`src/rtl/lpp_pkg.sv`:
```
// Package: request/response types, parse phases and protocol constants for the peer message parser.
`timescale 1ns / 1ps
package lpp_pkg;

   localparam int SEG_LEN_PORT_W = 16;
   localparam int HS_CMP_W       = SEG_LEN_PORT_W + 1;

   typedef struct packed {
      logic [7:0]                data_byte;
      logic                      segment_start;
      logic [SEG_LEN_PORT_W-1:0] segment_length;
   } req_type;

   typedef struct packed {
      logic [1:0]  frame_kind;
      logic [7:0]  message_code;
      logic [1:0]  status;
      logic [31:0] body_length;
      logic [31:0] piece_number;
      logic [31:0] piece_offset;
      logic [31:0] piece_bytes;
      logic [34:0] bits_set;
      logic [63:0] content_size;
      logic [31:0] peer_suffix;
   } rsp_type;

   typedef enum logic [2:0] {
      PH_BOUNDARY  = 3'd0,
      PH_LENGTH    = 3'd1,
      PH_ID        = 3'd2,
      PH_BODY      = 3'd3,
      PH_HANDSHAKE = 3'd4
   } phase_type;

   localparam logic [1:0] KIND_HANDSHAKE = 2'd0;
   localparam logic [1:0] KIND_KEEPALIVE = 2'd1;
   localparam logic [1:0] KIND_REGULAR   = 2'd2;

   localparam logic [1:0] ST_OK          = 2'd0;
   localparam logic [1:0] ST_BAD_LENGTH  = 2'd1;
   localparam logic [1:0] ST_UNKNOWN_ID  = 2'd2;

   localparam logic [7:0] MSG_NOT_INTERESTED = 8'd3;
   localparam logic [7:0] MSG_HAVE           = 8'd4;
   localparam logic [7:0] MSG_BITFIELD       = 8'd5;
   localparam logic [7:0] MSG_REQUEST        = 8'd6;
   localparam logic [7:0] MSG_PIECE          = 8'd7;
   localparam logic [7:0] MSG_CANCEL         = 8'd8;
   localparam logic [7:0] MSG_EXTENDED       = 8'd20;

   localparam logic [31:0] LEN_NO_PAYLOAD = 32'd1;
   localparam logic [31:0] LEN_HAVE       = 32'd5;
   localparam logic [31:0] LEN_REQUEST    = 32'd13;
   localparam logic [31:0] LEN_PIECE_HDR  = 32'd9;

   localparam logic [31:0] PREFIX_BYTES   = 32'd4;
   localparam logic [31:0] INDEX_END      = 32'd4;
   localparam logic [31:0] OFFSET_END     = 32'd8;
   localparam logic [31:0] SIZE_END       = 32'd12;

   // handshake: name, 8 size bytes, 32 hash bytes, 16 peer id bytes, 4 suffix bytes
   localparam logic [31:0] HS_SIZE_BYTES   = 32'd8;
   localparam logic [31:0] HS_SUFFIX_START = 32'd56;
   localparam logic [31:0] HS_FIXED        = 32'd60;
   localparam logic [HS_CMP_W-1:0] HS_NAME_BASE = HS_CMP_W'(61);

   function automatic logic [3:0] popcount8(input logic [7:0] b);
      logic [3:0] n;
      n = 4'd0;
      for (int i = 0; i < 8; i++) begin
         n = n + 4'(b[i]);
      end
      return n;
   endfunction

endpackage

```
`src/rtl/lpp_parser.sv`:
```
// Byte-at-a-time parse state machine: updates counters and accumulators, forms one result.
`timescale 1ns / 1ps
module lpp_parser #(
   parameter int SEG_LEN_BITS = 16
) (
   input  logic             clock,
   input  logic             reset,
   input  logic             accept,
   input  lpp_pkg::req_type req_data,
   output logic             res_valid,
   output lpp_pkg::rsp_type res_data
);

   localparam int HeldW = (SEG_LEN_BITS < lpp_pkg::SEG_LEN_PORT_W) ?
                          SEG_LEN_BITS : lpp_pkg::SEG_LEN_PORT_W;

   lpp_pkg::phase_type phase_ff, phase_in, live_phase;
   logic        discard_ff, discard_in, live_discard;
   logic [31:0] count_ff, count_in;
   logic [31:0] length_ff, length_in;
   logic [7:0]  code_ff, code_in;
   logic [31:0] index_ff, index_in;
   logic [31:0] offset_ff, offset_in;
   logic [31:0] size_ff, size_in;
   logic [34:0] ones_ff, ones_in;
   logic [63:0] wide_ff, wide_in;
   logic [31:0] suffix_ff, suffix_in;
   logic [7:0]  name_len_ff, name_len_in;

   logic [7:0]                    b;
   logic                          sos;
   logic [HeldW-1:0]              seg_len;
   logic [lpp_pkg::HS_CMP_W-1:0]  hs_total;
   logic [lpp_pkg::HS_CMP_W-1:0]  name_plus;
   logic [31:0]                   count_inc;
   logic [31:0]                   nl32;
   logic [31:0]                   len_shift;
   logic                          bad;
   logic [1:0]                    id_status;

   assign b         = req_data.data_byte;
   assign sos       = req_data.segment_start;
   assign seg_len   = req_data.segment_length[HeldW-1:0];
   assign hs_total  = lpp_pkg::HS_CMP_W'(seg_len);
   assign name_plus = lpp_pkg::HS_CMP_W'(b) + lpp_pkg::HS_NAME_BASE;
   assign count_inc = count_ff + 32'd1;
   assign nl32      = 32'(name_len_ff);
   assign len_shift = {length_ff[23:0], b};

   always_comb begin
      phase_in     = phase_ff;
      discard_in   = discard_ff;
      count_in     = count_ff;
      length_in    = length_ff;
      code_in      = code_ff;
      index_in     = index_ff;
      offset_in    = offset_ff;
      size_in      = size_ff;
      ones_in      = ones_ff;
      wide_in      = wide_ff;
      suffix_in    = suffix_ff;
      name_len_in  = name_len_ff;
      live_phase   = phase_ff;
      live_discard = discard_ff;
      bad          = 1'b0;
      id_status    = lpp_pkg::ST_OK;
      res_valid    = 1'b0;
      res_data     = '0;
      if (accept) begin
         if (sos && discard_ff) begin
            live_discard = 1'b0;
            live_phase   = lpp_pkg::PH_BOUNDARY;
         end
         discard_in = live_discard;
         phase_in   = live_phase;
         if (!live_discard) begin
            case (live_phase)
               lpp_pkg::PH_BOUNDARY: begin
                  if (sos && (name_plus == hs_total)) begin
                     name_len_in = b;
                     count_in    = '0;
                     wide_in     = '0;
                     suffix_in   = '0;
                     phase_in    = lpp_pkg::PH_HANDSHAKE;
                  end else begin
                     length_in = 32'(b);
                     count_in  = 32'd1;
                     phase_in  = lpp_pkg::PH_LENGTH;
                  end
               end
               lpp_pkg::PH_LENGTH: begin
                  length_in = len_shift;
                  count_in  = count_inc;
                  if (count_inc == lpp_pkg::PREFIX_BYTES) begin
                     if (len_shift == 32'd0) begin
                        phase_in            = lpp_pkg::PH_BOUNDARY;
                        res_valid           = 1'b1;
                        res_data.frame_kind = lpp_pkg::KIND_KEEPALIVE;
                     end else begin
                        phase_in = lpp_pkg::PH_ID;
                     end
                  end
               end
               lpp_pkg::PH_ID: begin
                  code_in   = b;
                  index_in  = '0;
                  offset_in = '0;
                  size_in   = '0;
                  ones_in   = '0;
                  count_in  = '0;
                  if (b <= lpp_pkg::MSG_NOT_INTERESTED) begin
                     bad = (length_ff != lpp_pkg::LEN_NO_PAYLOAD);
                  end else if (b == lpp_pkg::MSG_HAVE) begin
                     bad = (length_ff != lpp_pkg::LEN_HAVE);
                  end else if (b == lpp_pkg::MSG_REQUEST || b == lpp_pkg::MSG_CANCEL) begin
                     bad = (length_ff != lpp_pkg::LEN_REQUEST);
                  end else if (b == lpp_pkg::MSG_PIECE) begin
                     bad = (length_ff <= lpp_pkg::LEN_PIECE_HDR);
                     if (!bad) begin
                        size_in = length_ff - lpp_pkg::LEN_PIECE_HDR;
                     end
                  end else if (b != lpp_pkg::MSG_BITFIELD && b != lpp_pkg::MSG_EXTENDED) begin
                     id_status = lpp_pkg::ST_UNKNOWN_ID;
                  end
                  if (bad) begin
                     discard_in = 1'b1;
                     phase_in   = lpp_pkg::PH_BOUNDARY;
                     res_valid  = 1'b1;
                     res_data.frame_kind   = lpp_pkg::KIND_REGULAR;
                     res_data.message_code = b;
                     res_data.status       = lpp_pkg::ST_BAD_LENGTH;
                     res_data.body_length  = length_ff;
                  end else if (length_ff == lpp_pkg::LEN_NO_PAYLOAD) begin
                     phase_in  = lpp_pkg::PH_BOUNDARY;
                     res_valid = 1'b1;
                     res_data.frame_kind   = lpp_pkg::KIND_REGULAR;
                     res_data.message_code = b;
                     res_data.status       = id_status;
                     res_data.body_length  = length_ff;
                     res_data.piece_bytes  = size_in;
                  end else begin
                     phase_in = lpp_pkg::PH_BODY;
                  end
               end
               lpp_pkg::PH_BODY: begin
                  if (code_ff == lpp_pkg::MSG_BITFIELD) begin
                     ones_in = ones_ff + 35'(lpp_pkg::popcount8(b));
                  end else if (code_ff inside {lpp_pkg::MSG_HAVE, lpp_pkg::MSG_REQUEST,
                                               lpp_pkg::MSG_PIECE, lpp_pkg::MSG_CANCEL}) begin
                     if (count_ff < lpp_pkg::INDEX_END) begin
                        index_in = {index_ff[23:0], b};
                     end else if (count_ff < lpp_pkg::OFFSET_END) begin
                        offset_in = {offset_ff[23:0], b};
                     end else if (count_ff < lpp_pkg::SIZE_END &&
                                  code_ff != lpp_pkg::MSG_PIECE) begin
                        size_in = {size_ff[23:0], b};
                     end
                  end
                  count_in = count_inc;
                  if (count_inc == (length_ff - 32'd1)) begin
                     phase_in  = lpp_pkg::PH_BOUNDARY;
                     res_valid = 1'b1;
                     res_data.frame_kind   = lpp_pkg::KIND_REGULAR;
                     res_data.message_code = code_ff;
                     res_data.status       = (code_ff <= lpp_pkg::MSG_CANCEL ||
                                              code_ff == lpp_pkg::MSG_EXTENDED) ?
                                             lpp_pkg::ST_OK : lpp_pkg::ST_UNKNOWN_ID;
                     res_data.body_length  = length_ff;
                     res_data.piece_number = index_in;
                     res_data.piece_offset = offset_in;
                     res_data.piece_bytes  = size_in;
                     res_data.bits_set     = ones_in;
                  end
               end
               lpp_pkg::PH_HANDSHAKE: begin
                  if (count_ff >= nl32 && count_ff < nl32 + lpp_pkg::HS_SIZE_BYTES) begin
                     wide_in = {wide_ff[55:0], b};
                  end else if (count_ff >= nl32 + lpp_pkg::HS_SUFFIX_START &&
                               count_ff < nl32 + lpp_pkg::HS_FIXED) begin
                     suffix_in = {suffix_ff[23:0], b};
                  end
                  count_in = count_inc;
                  if (count_inc == nl32 + lpp_pkg::HS_FIXED) begin
                     phase_in  = lpp_pkg::PH_BOUNDARY;
                     res_valid = 1'b1;
                     res_data.frame_kind   = lpp_pkg::KIND_HANDSHAKE;
                     res_data.content_size = wide_in;
                     res_data.peer_suffix  = suffix_in;
                  end
               end
               default: begin
                  phase_in = lpp_pkg::PH_BOUNDARY;
               end
            endcase
         end
      end
   end

   always_ff @(posedge clock) begin
      if (reset) begin
         phase_ff    <= lpp_pkg::PH_BOUNDARY;
         discard_ff  <= 1'b0;
         count_ff    <= '0;
         length_ff   <= '0;
         code_ff     <= '0;
         index_ff    <= '0;
         offset_ff   <= '0;
         size_ff     <= '0;
         ones_ff     <= '0;
         wide_ff     <= '0;
         suffix_ff   <= '0;
         name_len_ff <= '0;
      end else begin
         phase_ff    <= phase_in;
         discard_ff  <= discard_in;
         count_ff    <= count_in;
         length_ff   <= length_in;
         code_ff     <= code_in;
         index_ff    <= index_in;
         offset_ff   <= offset_in;
         size_ff     <= size_in;
         ones_ff     <= ones_in;
         wide_ff     <= wide_in;
         suffix_ff   <= suffix_in;
         name_len_ff <= name_len_in;
      end
   end

endmodule

```
`src/rtl/lpp_out_buf.sv`:
```
// Two-entry output register with skid stage for the response channel.
`timescale 1ns / 1ps
module lpp_out_buf (
   input  logic             clock,
   input  logic             reset,
   input  logic             push,
   input  lpp_pkg::rsp_type push_data,
   output logic             can_push,
   output logic             rsp_valid,
   input  logic             rsp_ready,
   output lpp_pkg::rsp_type rsp_data
);

   logic             out_valid_ff, out_valid_in;
   logic             skid_valid_ff, skid_valid_in;
   lpp_pkg::rsp_type out_data_ff, out_data_in;
   lpp_pkg::rsp_type skid_data_ff, skid_data_in;
   logic             pop;

   assign pop       = out_valid_ff && rsp_ready;
   assign can_push  = !skid_valid_ff;
   assign rsp_valid = out_valid_ff;
   assign rsp_data  = out_data_ff;

   always_comb begin
      out_valid_in  = out_valid_ff;
      skid_valid_in = skid_valid_ff;
      out_data_in   = out_data_ff;
      skid_data_in  = skid_data_ff;
      if (skid_valid_ff) begin
         if (pop) begin
            out_data_in   = skid_data_ff;
            skid_valid_in = 1'b0;
         end
      end else if (push) begin
         if (!out_valid_ff || pop) begin
            out_data_in  = push_data;
            out_valid_in = 1'b1;
         end else begin
            skid_data_in  = push_data;
            skid_valid_in = 1'b1;
         end
      end else if (pop) begin
         out_valid_in = 1'b0;
      end
   end

   always_ff @(posedge clock) begin
      if (reset) begin
         out_valid_ff  <= 1'b0;
         skid_valid_ff <= 1'b0;
      end else begin
         out_valid_ff  <= out_valid_in;
         skid_valid_ff <= skid_valid_in;
      end
      out_data_ff  <= out_data_in;
      skid_data_ff <= skid_data_in;
   end

endmodule

```
`src/rtl/length_prefixed_peer_message_parser_top.sv`:
```
// Top level of the length-prefixed peer message parser: parse stage plus response buffer.
//
//   channel   ports                          width     direction
//   request   req_valid/req_ready/req_data   25 bits   in
//   response  rsp_valid/rsp_ready/rsp_data   271 bits  out
//
// One byte is taken per cycle while req_ready is high. A response is registered in the
// output register, or the skid register while that holds one not yet accepted. The parse
// state and field accumulators update in the same edge that accepts the byte. Synchronous
// reset returns to a message boundary. req_ready drops only while both response registers
// are full, so a stalled rsp_ready costs two responses of slack before requests stall.
`timescale 1ns / 1ps
module length_prefixed_peer_message_parser_top #(
   parameter int SEG_LEN_BITS = 16
) (
   input  logic             clock,
   input  logic             reset,
   input  logic             req_valid,
   output logic             req_ready,
   input  lpp_pkg::req_type req_data,
   output logic             rsp_valid,
   input  logic             rsp_ready,
   output lpp_pkg::rsp_type rsp_data
);

   logic             accept;
   logic             res_valid;
   lpp_pkg::rsp_type res_data;

   assign accept = req_valid && req_ready;

   lpp_parser #(
      .SEG_LEN_BITS(SEG_LEN_BITS)
   ) u_parser (
      .clock    (clock),
      .reset    (reset),
      .accept   (accept),
      .req_data (req_data),
      .res_valid(res_valid),
      .res_data (res_data)
   );

   lpp_out_buf u_out_buf (
      .clock    (clock),
      .reset    (reset),
      .push     (res_valid),
      .push_data(res_data),
      .can_push (req_ready),
      .rsp_valid(rsp_valid),
      .rsp_ready(rsp_ready),
      .rsp_data (rsp_data)
   );

   a_stall_needs_pending: assert property (@(posedge clock) disable iff (reset)
      !req_ready |-> rsp_valid)
      else $error("request side stalled with no response pending");

   a_error_fields_clear: assert property (@(posedge clock) disable iff (reset)
      rsp_valid && rsp_data.status != lpp_pkg::ST_OK |->
         rsp_data.frame_kind == lpp_pkg::KIND_REGULAR &&
         rsp_data.piece_number == 32'd0 && rsp_data.bits_set == 35'd0)
      else $error("error response carries field data");

   a_keepalive_empty: assert property (@(posedge clock) disable iff (reset)
      rsp_valid && rsp_data.frame_kind == lpp_pkg::KIND_KEEPALIVE |->
         rsp_data.body_length == 32'd0 && rsp_data.message_code == 8'd0)
      else $error("keepalive with nonzero length or code");

   a_rsp_held_while_stalled: assert property (@(posedge clock) disable iff (reset)
      rsp_valid && !rsp_ready |=> rsp_valid && $stable(rsp_data))
      else $error("response changed while stalled");

endmodule
```
`config.mk`:
```
export PLATFORM = sky130hd
export DESIGN_NAME = length_prefixed_peer_message_parser_top
export DESIGN_NICKNAME = d
export VERILOG_FILES = /design/src/rtl/lpp_pkg.sv /design/src/rtl/lpp_parser.sv /design/src/rtl/lpp_out_buf.sv /design/src/rtl/length_prefixed_peer_message_parser_top.sv
export SDC_FILE = /design/constraint.sdc
export NUM_CORES = 2
export LEC_CHECK = 0
export BUFFER_PORTS_ARGS = -buffer_cell sky130_fd_sc_hd__buf_2
export CAP_MARGIN = 15
export CORE_UTILIZATION = 50
export DETAILED_ROUTE_END_ITERATION = 8
export GPL_TIMING_DRIVEN = 0
export PLACE_DENSITY = 0.82
export SKIP_CTS_REPAIR_TIMING = 1
export SLEW_MARGIN = 20
export SYNTH_ARGS = -nofsm -noshare
export SYNTH_HDL_FRONTEND = slang
export SYNTH_SLANG_ARGS = --single-unit
```
`constraint.sdc`:
```
create_clock -name clock -period 22.1 [get_ports clock]
set_clock_uncertainty 0.15 [all_clocks]
set_input_delay 1.105 -clock clock [delete_from_list [all_inputs] [get_ports clock]]
set_output_delay 1.105 -clock clock [all_outputs]
set_load 0.005 [all_outputs]
```
# After elaboration in Yosys (flattened, before gate mapping)
# Cells that the tools add are included.
dict set report totals {
  regBits 855
  input_bits 29
  output_inout_bits 273
}
dict set report op_classes {
  n_addsub 15
  order_cmp 10
  n_eq_ne 29
  muxes 98
  bitwise 3
  n_reduce_logical 33
}
# cell count
set op_table {}
lappend op_table {{271-bit 2-to-1 mux} 6}
lappend op_table {{32-bit 2-to-1 mux} 23}
lappend op_table {{32-bit one-hot mux with 2 select lines} 6}
lappend op_table {{64-bit 2-to-1 mux} 3}
lappend op_table {{96-bit 2-to-1 mux} 2}
lappend op_table {{175-bit 2-to-1 mux} 1}
lappend op_table {{64-bit one-hot mux with 2 select lines} 1}
lappend op_table {{32-bit one-hot mux with 3 select lines} 1}
lappend op_table {{44-bit 2-to-1 mux} 2}
lappend op_table {{42-bit one-hot mux with 2 select lines} 1}
lappend op_table {{35-bit 2-to-1 mux} 2}
lappend op_table {{35-bit one-hot mux with 2 select lines} 1}
lappend op_table {{32-bit == test} 2}
lappend op_table {{32-bit < comparator} 2}
lappend op_table {{32-bit by 4-bit < comparator with 1-bit output (second input constant)} 2}
lappend op_table {{8-bit by 3-bit == test with 1-bit output (second input constant)} 7}
lappend op_table {{35-bit by 4-bit adder with 35-bit output} 1}
lappend op_table {{32-bit by 1-bit adder with 32-bit output (second input constant)} 1}
lappend op_table {{32-bit by 1-bit == test with 1-bit output (second input constant)} 1}
lappend op_table {{32-bit by 3-bit == test with 1-bit output (second input constant)} 1}
lappend op_table {{32-bit >= comparator} 1}
lappend op_table {{32-bit by 8-bit >= comparator with 1-bit output} 1}
lappend op_table {{32-bit by 4-bit <= comparator with 1-bit output (second input constant)} 1}
lappend op_table {{32-bit zero test} 1}
lappend op_table {{39 further kinds} 118}

# Longest topological paths before layout
dict set report depth {
  ltp_word 16
  depth_mapped 20
  ltp_nobuf 19
}

# Modules after synthesis
# From an unflattened synthesis, not the netlist that was laid out.
dict set report hier_totals {
  hier_cells 3659
  area_unflattened_um2 41055.6
}
# mod instances cells_each area_per_inst_um2 seq_area_each_um2
set modules_own_cells {}
lappend modules_own_cells {lpp_out_buf 1 857 20852.5 16315.6}
lappend modules_own_cells {lpp_parser 1 2801 20196.9 6226.0}
lappend modules_own_cells {length_prefixed_peer_message_parser_top 1 1 6.3 0.0}

# Least setup slack after synthesis
# OpenSTA, ideal clock, no wires.
dict set report synth_path {
  path_kind {register to register}
  from {reg u_parser.count_ff[0]}
  to {reg u_out_buf.skid_data_ff[0] (netlist name) (enable)}
  arrival_ns 22.930
  slack_ns -2.276
  stages_incl_launch_ff 13
  n_path_buf 2
  synth_period_minus_slack_ns 24.376
  path_cell_list {dfxtp_1 ha_1 nand3_1 or4_1 clkbuf_1 buf_2 o31ai_1 nand4_1 or4_1 nor4_2 a22o_1 o21ai_0 nor3b_1}
}
dict set report synth_via {
  elab_chain_len 7
  elab_cells_between_ends 11
  classes_between {add/sub (1); eq/ne (3); mux (6); reduce/logical (1)}
}
# element line_no
set synth_rtl {}
lappend synth_rtl {{from (decl)} lpp_parser.sv:19} ;# logic [31:0] count_ff, count_in;
lappend synth_rtl {{from (signal assigned)} lpp_parser.sv:216} ;# count_ff <= count_in;
lappend synth_rtl {{32-bit by 1-bit adder with 32-bit output (*)} lpp_parser.sv:46} ;# assign count_inc = count_ff + 32'd1;
lappend synth_rtl {{32-bit == test (tied with other cells)} lpp_parser.sv:183} ;# if (count_inc == nl32 + lpp_pkg::HS_FIXED) begin
lappend synth_rtl {{1-bit 2-to-1 mux, on equally long branches} {lpp_parser.sv:183, lpp_parser.sv:94, lpp_parser.sv:160}}
lappend synth_rtl {{1-bit one-hot mux with 4 select lines (*)} lpp_parser.sv:77} ;# case (live_phase)
lappend synth_rtl {{1-bit 2-to-1 mux (*)} lpp_parser.sv:76} ;# if (!live_discard) begin
lappend synth_rtl {{1-bit 2-to-1 mux (*)} lpp_parser.sv:69} ;# if (accept) begin
lappend synth_rtl {{3-bit AND reduction (no source line) (*)} n/a}
lappend synth_rtl {{to (signal assigned)} lpp_out_buf.sv:57} ;# skid_data_ff <= skid_data_in;
lappend synth_rtl {{to (decl)} lpp_out_buf.sv:17} ;# lpp_pkg::rsp_type skid_data_ff, skid_data_in;
# Mark *: on every way between the ends. The rest lies on a longest branch, timed or not.
# A chain may end at the register's enable or synchronous reset.

# Worst setup path after layout
dict set report layout_path {
  from {reg u_parser.count_ff[0]}
  to {reg u_out_buf.out_data_ff (netlist bit u_out_buf.rsp_data[258]) (enable)}
}
dict set report layout_via {
  elab_chain_len 8
  elab_cells_between_ends 12
  classes_between {add/sub (1); eq/ne (3); mux (6); reduce/logical (2)}
}
# element line_no
set layout_rtl {}
lappend layout_rtl {{32-bit by 1-bit adder with 32-bit output (*)} lpp_parser.sv:46}
lappend layout_rtl {{32-bit == test (tied with other cells)} lpp_parser.sv:183}
lappend layout_rtl {{1-bit 2-to-1 mux, on equally long branches} {lpp_parser.sv:183, lpp_parser.sv:94, lpp_parser.sv:160}}
lappend layout_rtl {{1-bit one-hot mux with 4 select lines (*)} lpp_parser.sv:77}
lappend layout_rtl {{1-bit 2-to-1 mux (*)} lpp_parser.sv:76}
lappend layout_rtl {{1-bit 2-to-1 mux (*)} lpp_parser.sv:69}
lappend layout_rtl {{2-bit nonzero test (no source line) (*)} n/a}
lappend layout_rtl {{3-bit AND reduction (no source line) (*)} n/a}
lappend layout_rtl {{to (signal assigned)} lpp_out_buf.sv:56} ;# out_data_ff <= out_data_in;
lappend layout_rtl {{to (decl)} lpp_out_buf.sv:16} ;# lpp_pkg::rsp_type out_data_ff, out_data_in;
# Marked as above.

==> run metrics <==
Cell Count, Final, Fillers Out 5406; NetSw 0.000737 W; Sinks on Clock Net 855; Main synth FF type edfxtp_1; CTS tree yes; largest net degree at the start of global routing 19; Post-DP HPWL 83100 µm; Syn-to-layout area delta 15.5%; Synth cell types 82; ANT nets after route 0; DRC 0; R2R Setup Slk 14.75 ns; slew margin rel. 18.6%; wire per inst 21.3 µm; Area contributors post-synth edfxtp_1 41%, dfxtp_1 16%, mux2i_1 4.8%; post-layout min period 7.35 ns; Hold Vio Cnt, Final 0; Mapped Area 39800 µm²; Combinational Power Share 4.4%; core area 78900 µm²; via-per-instance ratio 6.00; Ports 302; post-synthesis sequential area ratio 56.7%; P per Cell Area 71.3 nW/µm²; Chip Width 284 µm; Clock Path Buffers 3; grt ovf 0; syn nets 3933; net switching fraction of the power 22.5%; Crit. End Element register; Yosys top cell by area edfxtp_1; Synth Area in Compound Gates 13.2%; top cell type's share of synthesized area 40.9%; final WL 115000 µm; data required time at the worst endpoint 22.30 ns; sequential share of power 51.3%; Slew Viols, Final 0; Synth Area in Adders 1.60%; internal power 0.00254 W; H-tree depth 3; first-pass GRT wire length 172000 µm; Setup TNS 0 ns; fin nets 4359; layout cells sized above 1 12.5%; Clock Root Buffer clkbuf_16; Fillers 6402; Mapped Cells 3856; Post-Synth XOR/XNOR Area 3.48%; Hold Crit Class register to register; clock slew at reported path FFs 0.07 ns; EDFF count, synth 542; final setup vio count 0; RSZ-0062 raised after global routing no; worst skew pair latency 0.67 ns; CP Class register to register; initial drt markers 3923; via count 32400; fraction of registers with async set/reset 0%; leakage power total 16.6 nW; MaxCap Viol Count 0; crit path max fanout 15; placed insts 5245; cell with the most instances after synthesis edfxtp_1; row count 103; commonest cells in the netlist 542 x edfxtp_1, 491 x nor2_1, 409 x nand2_1; post-synthesis mux area share 4.92%; Tot Pwr 0.00328 W; syn avg cell area 10.3 µm²; I/O Buffers 297; number of synthesized register bits 855; clock share of power 44.3%; period utilisation layout 33.2%; CTS buffer count 85; Die ar. 80700 µm²; initial antenna violation count 10; Post-Synth Simple-Gate Area 16.5%; initial core utilization 50.4%; Final GP Congestion 0.951; CP Launch Type register; critical path arrival 7.55 ns; FMAX 136 MHz; Slew @ Worst Pin 1.22 ns; Synth Warn # 0; Max VDD drop 50.3 µV; vias in the first global route 30100; DIE HEIGHT 284 µm; gr usage total 27.3%; drt first pass iters 9; main combinational cell family by area after synthesis simple AND/OR/NAND/NOR gates; status complete, no violations
[stage by stage]
stage	hold WS [ns]	util [%]	area, µm²	setup slack [ns]
6_report	0.313	58.2	45900	14.75
4_1_cts	0.317	58.2	45900	14.82
5_1_grt	0.329	58.2	45900	14.41
2_1_floorplan	0.281	-	39800	4.42
3_3_place_gp	0.299	54.0	42600	-2.02
3_5_place_dp	0.308	54.7	43100	14.64
[layer usage]
metal / wire (µm) / vias up / part of all wire, % / track usage (%)
met5: 52 / - / 0.045 / 0
met4: 4440 / 8 / 3.9 / 10.4
met3: 10500 / 293 / 9.1 / 5.25
met2: 54300 / 1668 / 47 / 44.8
met1: 45700 / 15700 / 40 / 35.9
li1: - / 14800 / - / -
[cells by family (layout without fill, tap and decap cells)]
logic type | after synthesis | after routing
AND/OR/NAND/NOR | 1432 | 1432
flip-flops | 855 | 855
AO/OA/AOI/OAI | 824 | 824
buffers and inverters | 355 | 851
multiplexers | 195 | 195
XOR/XNOR | 147 | 147
adder cells (fa/ha/maj) | 48 | 48
other | 0 | 4
[flip-flops by register name (all words and copies together), names as in the netlist, 32 cells and up]
signal                  count
u_parser.wide_ff           64
u_out_buf.skid_data_ff    271
u_out_buf.rsp_data        271
u_parser.count_ff          32
u_parser.suffix_ff         32
u_parser.ones_ff           35
u_parser.length_ff         32
u_parser.index_ff          32
u_parser.size_ff           32
u_parser.offset_ff         32
[cells in the final DEF (no fill, tap or decap), types with 56 or more instances in the layout]
master	n
dfxtp_1	313
a21oi_1	238
nor3_1	56
nor2_1	491
a21o_1	112
clkbuf_16	87
a22oi_1	96
mux2i_1	190
xnor2_1	99
buf_2	317
nand3_1	169
nand2_1	409
clkbuf_1	266
edfxtp_1	542
o21ai_1	84
o21ai_0	129
[power groups by stage]
stage / logic (W) / clock network (W) / registers, W
2_1_floorplan: 0.0000925 / 0 / 0.00171
3_3_place_gp: 0.000135 / 0 / 0.00171
3_5_place_dp: 0.000137 / 0 / 0.00171
4_1_cts: 0.000138 / 0.00146 / 0.00168
5_1_grt: 0.000150 / 0.00152 / 0.00168
6_report: 0.000143 / 0.00145 / 0.00168
[area by class of cell]
cell class              instances  area (µm²)  area share [%]
repair buffers                339        2000            4.35
plain buffers                 303        1250            2.73
flip-flops and latches        855       22500            49.1
inverters                      52         195           0.425
clock inverters                45         447           0.972
multi-input cells            2646       15800            34.5
clock buffers                 112        2340            5.10
well taps                    1050        1310            2.86
diodes                          4        10.0          0.0218
[final timing paths]
check | from | endpoint | depth (start not counted)
min | u_parser.wide_ff[62] | u_parser.wide_ff[62] | 2
max | u_parser.count_ff[0] | u_out_buf.rsp_data[258] | 19
min reg2reg | u_parser.wide_ff[62] | u_parser.wide_ff[62] | 2
max reg2reg | u_parser.count_ff[0] | u_out_buf.rsp_data[258] | 19
[worst max-delay path, stage by stage, from the launching register on]
cell and delay, ns:
dfxtp_1 0.51, ha_1 0.34, nand3_1 0.33, or4_1 0.60, clkbuf_1 0.25, buf_2 0.28
o31ai_1 0.54, a211oi_1 0.18, nor3_1 0.21, nand4_1 0.20, nor4_1 0.85, o21ai_0 0.41
a22oi_2 0.70, buf_6 0.25, buf_6 0.20, buf_6 0.20, buf_8 0.18, buf_6 0.20
buf_6 0.19, buf_6 0.20
No activity file was read; power rests on OpenSTA's default activity.
